**src/vertex_dedup_indexer_macros.svh**
```systemverilog
// Assertion macros shared by the vertex dedup indexer RTL.
`ifndef VERTEX_DEDUP_INDEXER_MACROS_SVH
`define VERTEX_DEDUP_INDEXER_MACROS_SVH
`ifndef NO_ASSERTIONS
// Implication checked on every clock edge outside reset.
`define VDI_ASSERT_IMP(label, clk, rst_n, ante, cons) \
    label: assert property (@(posedge clk) disable iff (!rst_n) (ante) |-> (cons)) \
        else $error("assertion failed");
// Implication whose consequent is checked in the cycle after the antecedent.
`define VDI_ASSERT_NEXT(label, clk, rst_n, ante, cons) \
    label: assert property (@(posedge clk) disable iff (!rst_n) (ante) |=> (cons)) \
        else $error("assertion failed");
`else
`define VDI_ASSERT_IMP(label, clk, rst_n, ante, cons)
`define VDI_ASSERT_NEXT(label, clk, rst_n, ante, cons)
`endif
`endif

```
**src/vdi_pkg.sv**
```systemverilog
// Package with types and constants of the vertex dedup indexer.
`timescale 1ns / 1ps
package vdi_pkg;
    localparam int DefTableDepth = 1024;
    localparam int Components    = 8;
    localparam int CompWidth     = 32;
    localparam int EntryWidth    = Components * CompWidth;
    localparam int IndexWidth    = 10;

    typedef struct packed {
        logic        new_mesh;
        logic [31:0] pos_x;
        logic [31:0] pos_y;
        logic [31:0] pos_z;
        logic [31:0] norm_x;
        logic [31:0] norm_y;
        logic [31:0] norm_z;
        logic [31:0] tex_u;
        logic [31:0] tex_v;
    } t_in_word;

    typedef struct packed {
        logic [IndexWidth-1:0] vertex_index;
        logic                  is_new;
        logic                  overflow;
    } t_out_word;

    // Controller to datapath commands.
    typedef struct packed {
        logic load;     // capture corner, clear count on new mesh
        logic rd_first; // start read of entry 0
        logic rd_next;  // advance read address
        logic cmp;      // read data valid: compare
        logic finish;   // write result, append if needed
    } t_vdi_cmd;

    // Datapath to controller status.
    typedef struct packed {
        logic empty;    // no stored entries
        logic hit;      // compared entry matches
        logic last;     // compared entry is the last stored one
    } t_vdi_sts;

    // IEEE single equality on raw bit patterns.
    function automatic logic word_equal(input logic [31:0] a, input logic [31:0] b);
        logic a_nan;
        logic b_nan;
        a_nan = (a[30:0] > 31'h7F800000);
        b_nan = (b[30:0] > 31'h7F800000);
        word_equal = !a_nan && !b_nan &&
                     ((a[30:0] == '0 && b[30:0] == '0) || a == b);
    endfunction
endpackage

```
**src/vdi_ctrl.sv**
```systemverilog
// Controller: sequences the table scan and the output handshake.
`timescale 1ns / 1ps
module vdi_ctrl (
    input  logic              i_clk,
    input  logic              i_rst_n,
    input  logic              i_valid,
    output logic              o_stall,
    output logic              o_valid,
    input  logic              i_stall,
    input  vdi_pkg::t_vdi_sts i_sts,
    output vdi_pkg::t_vdi_cmd o_cmd
);
    import vdi_pkg::*;

    localparam logic [2:0] StIdle  = 3'd0;
    localparam logic [2:0] StStart = 3'd1;
    localparam logic [2:0] StRead  = 3'd2;
    localparam logic [2:0] StCmp   = 3'd3;
    localparam logic [2:0] StDone  = 3'd4;

    logic [2:0] r_state;
    logic [2:0] n_state;
    logic       r_valid;
    logic       n_valid;
    logic       w_accept;
    logic       w_out_free;

    assign w_out_free = !r_valid || !i_stall;
    assign w_accept   = i_valid && (r_state == StIdle);
    assign o_stall    = (r_state != StIdle);
    assign o_valid    = r_valid;

    // Next state and commands.
    always_comb begin
        n_state = r_state;
        n_valid = r_valid && i_stall;
        o_cmd   = '0;
        case (r_state)
            StIdle: begin
                if (w_accept) begin
                    o_cmd.load = 1'b1;
                    n_state    = StStart;
                end
            end
            StStart: begin
                if (i_sts.empty) begin
                    n_state = StDone;
                end else begin
                    o_cmd.rd_first = 1'b1;
                    n_state        = StRead;
                end
            end
            StRead: begin
                o_cmd.rd_next = 1'b1;
                n_state       = StCmp;
            end
            StCmp: begin
                o_cmd.cmp = 1'b1;
                if (i_sts.hit || i_sts.last) begin
                    n_state = StDone;
                end else begin
                    o_cmd.rd_next = 1'b1;
                end
            end
            StDone: begin
                if (w_out_free) begin
                    o_cmd.finish = 1'b1;
                    n_valid      = 1'b1;
                    n_state      = StIdle;
                end
            end
            default: n_state = StIdle;
        endcase
    end

    always_ff @(posedge i_clk) begin
        if (!i_rst_n) begin
            r_state <= StIdle;
            r_valid <= 1'b0;
        end else begin
            r_state <= n_state;
            r_valid <= n_valid;
        end
    end

`include "vertex_dedup_indexer_macros.svh"
    `VDI_ASSERT_IMP(a_one_cmd, i_clk, i_rst_n, 1'b1, $onehot0({o_cmd.load, o_cmd.finish}))
    `VDI_ASSERT_NEXT(a_finish_valid, i_clk, i_rst_n, o_cmd.finish, o_valid)
    `VDI_ASSERT_IMP(a_load_idle, i_clk, i_rst_n, o_cmd.load, i_valid && !o_stall)
endmodule
```
**config.mk**
```make
export PLATFORM = sky130hd
export DESIGN_NAME = vdi_ctrl
export DESIGN_NICKNAME = d
export VERILOG_FILES = /design/src/vdi_pkg.sv /design/src/vdi_ctrl.sv
export VERILOG_INCLUDE_DIRS = /design/src /design/src/src
export SDC_FILE = /design/constraint.sdc
export NUM_CORES = 1
export LEC_CHECK = 0
export BUFFER_PORTS_ARGS = -buffer_cell sky130_fd_sc_hd__buf_2
export CAP_MARGIN = 0
export CORE_AREA = 2 2 39 41
export DETAILED_ROUTE_END_ITERATION = 16
export DIE_AREA = 0 0 41 43
export PLACE_DENSITY_LB_ADDON = 0.3
export SLEW_MARGIN = 20
export SYNTH_ARGS = -nofsm -noshare
export SYNTH_HDL_FRONTEND = slang
export SYNTH_SLANG_ARGS = --single-unit
```
**constraint.sdc**
```tcl
create_clock -name i_clk -period 1.2 [get_ports i_clk]
set_input_delay 0.12 -clock i_clk [delete_from_list [all_inputs] [get_ports i_clk]]
set_output_delay 0.12 -clock i_clk [all_outputs]
set_load 0.01 [all_outputs]
```
==> run metrics <==
Critical Setup Path Class flip-flop to output pin; amount of wire on met2 after detailed routing between 300 and 400 um; initial core utilization around 16%; Post-Synthesis Cell Area 215 um^2; die span in y 43 um; PnR Total Power 0.000395 W; routed wire length on met3 22 um; via count between 200 and 300; sequential-to-total area share from yosys stat between 30% and 40%; CTS tree done; IO Pins 14; CTS clock-pin slew for the worst setup and hold paths ~0.040 ns; Synth Instances 27; GPL Wtd Cong 0.633; met1 wire length 180 um; yosys synthesis warning count 0; insertion delay of the later-clocked pin in the worst-skew pair 0.23 ns; uppermost signal routing layer after detailed routing met3; total grt overflow 0; kind of end point of the critical path output pin; portion of the clock cycle consumed by the worst path in the final layout 110%; relative max-transition margin between 80% and 90%; Slew Viols, Final 0; run status finished with violations; number of I/O port buffers 13; Pwr per Cell Area 1040 nW/um^2; area inside the core boundary 1380 um^2; number of buffers added by the clock tree synthesis step 3; routed wire length per instance 8.60 um; fraction of layout instances using a drive strength above 1 63.0%; remaining antenna violation count 0; Final Hold Vio Count 0; worst endpoint required time 1.08 ns; number of distinct library cell variants in the gate-level netlist after synthesis 14; Die Footprint roughly 1800 um^2; Routed WL approximately 530 um; f_max 757 MHz; worst setup margin -0.120 ns; final antenna diode count 0; Final Instance Count excl. Fillers 62; area added between synthesis and finish 76.7%; Hold Path Class input pin to flip-flop; Final Setup Violations 3; largest buffer count on any clock path 2; leak pwr 0.180 nW; final net count 55; slew at the pin closest to its max-slew limit 0.170 ns; DRC violation count after routing 0; detailed router's first-iteration violation count 0; placed wire-length estimate after detailed placement 430 um; row count 14; via density per instance 4.06; Final min period between 1 and 1.5 ns; Register-to-Register Path Depth 4; unrepaired setup endpoints after global routing true; number of buffers inserted for hold repair after clock tree synthesis 0; first-pass GRT wire length 807 um; clock skew after layout between 0.0002 and 0.0003 ns; initial antenna violation count 0; count of maximum capacitance violations 0; violated checks negative setup slack; clock root buffer clkbuf_4; maximum number of pins on one net before global-route repair 7; Arr. time, crit path 1.20 ns; gr usage total roughly 7.3%; type of element launching the critical path flip-flop; net count after synthesis 34; drt pass-1 iters 1; Final Util 27.5%; cell depth of the worst hold path 2; CTS sink cnt 4; Crit Path Max Fanout 6; worst ir drop on vdd 0.382 mV; maximum level of the CTS H-tree 1; number of global-route vias before repair 237; final-layout worst hold slack between 0.15 and 0.2 ns; placed cell count 56; Post-Synthesis Mean Instance Area 7.97 um^2; horizontal die dimension a little over 40 um; synthesized flop and latch total 4
## per-layer routing
layer	track usage, %	vias to the layer above
met5	0	-
met3	3.14	0
met2	12.2	4
li1	-	132
met4	8.00	0
met1	5.14	116
## critical path, stage by stage, from the launching register on
cell and delay [ns]:
dfxtp_2 0.33, or3b_4 0.40, a21oi_2 0.10, buf_2 0.13
## state kept, by name, summed over array words and instances, names as in the netlist
| signal | cells |
|---|---|
| o_valid | 1 |
| r_state | 3 |
## Yosys cell counts, drive strengths merged
master  number  area share (%)
o2111a       1             5.2
a21boi       1             3.5
and3b        1             4.1
dfxtp        4              37
inv          1             1.7
or3b         1             5.2
nand2b       3             8.7
nor2         4             7.0
a21oi        3             7.0
o21ai        1             2.3
nand2        4             7.0
o22ai        1             5.8
nor3         1             2.3
or3          1             2.9
## final cells by class
| type | instances | area (um^2) |
|---|---|---|
| clock buffer | 3 | 22.5 |
| fill | 159 | 1000 |
| inverter | 1 | 3.75 |
| multi-input combinational | 22 | 154 |
| sequential | 4 | 88.8 |
| tap | 16 | 20.0 |
| timing repair buffer | 16 | 91.3 |
## cells in the final DEF (no fill, tap or decap)
master    synthesis  routed
nand2b_1          3       2
and3b_1           1       1
a21oi_2           0       1
or3b_4            1       1
nand2b_4          0       1
o21ai_2           0       1
dfxtp_2           0       1
inv_1             1       1
nor3_1            1       1
nor2_1            4       3
o22ai_2           1       1
a21oi_1           3       2
dfxtp_4           0       2
o2111a_1          1       1
or3_4             0       1
buf_6             0       1
clkbuf_4          0       3
a21boi_1          1       1
buf_2             0      13
nand2_1           4       4
dfxtp_1           4       1
buf_4             0       2
nor2_2            0       1
## metrics by stage
stage / setup slack, ns / TNS (ns) / instance area [um^2]
detailed placement: 0.0579 / 0 / 300
global placement: 0.0641 / 0 / 300
CTS: -0.135 / -0.378 / 355
global route: -0.164 / -0.558 / 380
finish: -0.120 / -0.237 / 380
floorplan: 0.0778 / 0 / 215
## what timing repair did
action	in CTS	in global routing
resized for setup	5	6
endpoints found under the setup margin	3	6
pin swaps	2	3
setup buffers	3	0
## cell families after synthesis
| logic type | count (synthesis) | share of synthesized area [%] |
|---|---|---|
| buffers and inverters | 1 | 1.74 |
| DFF | 4 | 37.2 |
| AOI/OAI and AO/OA | 7 | 23.8 |
| and+or+nand+nor | 15 | 37.2 |
## final timing paths
path	from	to	slack, ns
max	r_state[1]	o_cmd[0]	-0.12
min reg2reg	o_valid	o_valid	0.53
min	i_rst_n	r_state[2]	0.16
max reg2reg	r_state[1]	r_state[2]	0
## report_power, final
part	switching (W)	internal, W
Combinational	0.0000400	0.0000478
Clock	0.0000494	0.000111
Sequential	0.00000789	0.000139
Total	0.0000973	0.000298
No activity file was read; power rests on OpenSTA's default activity.
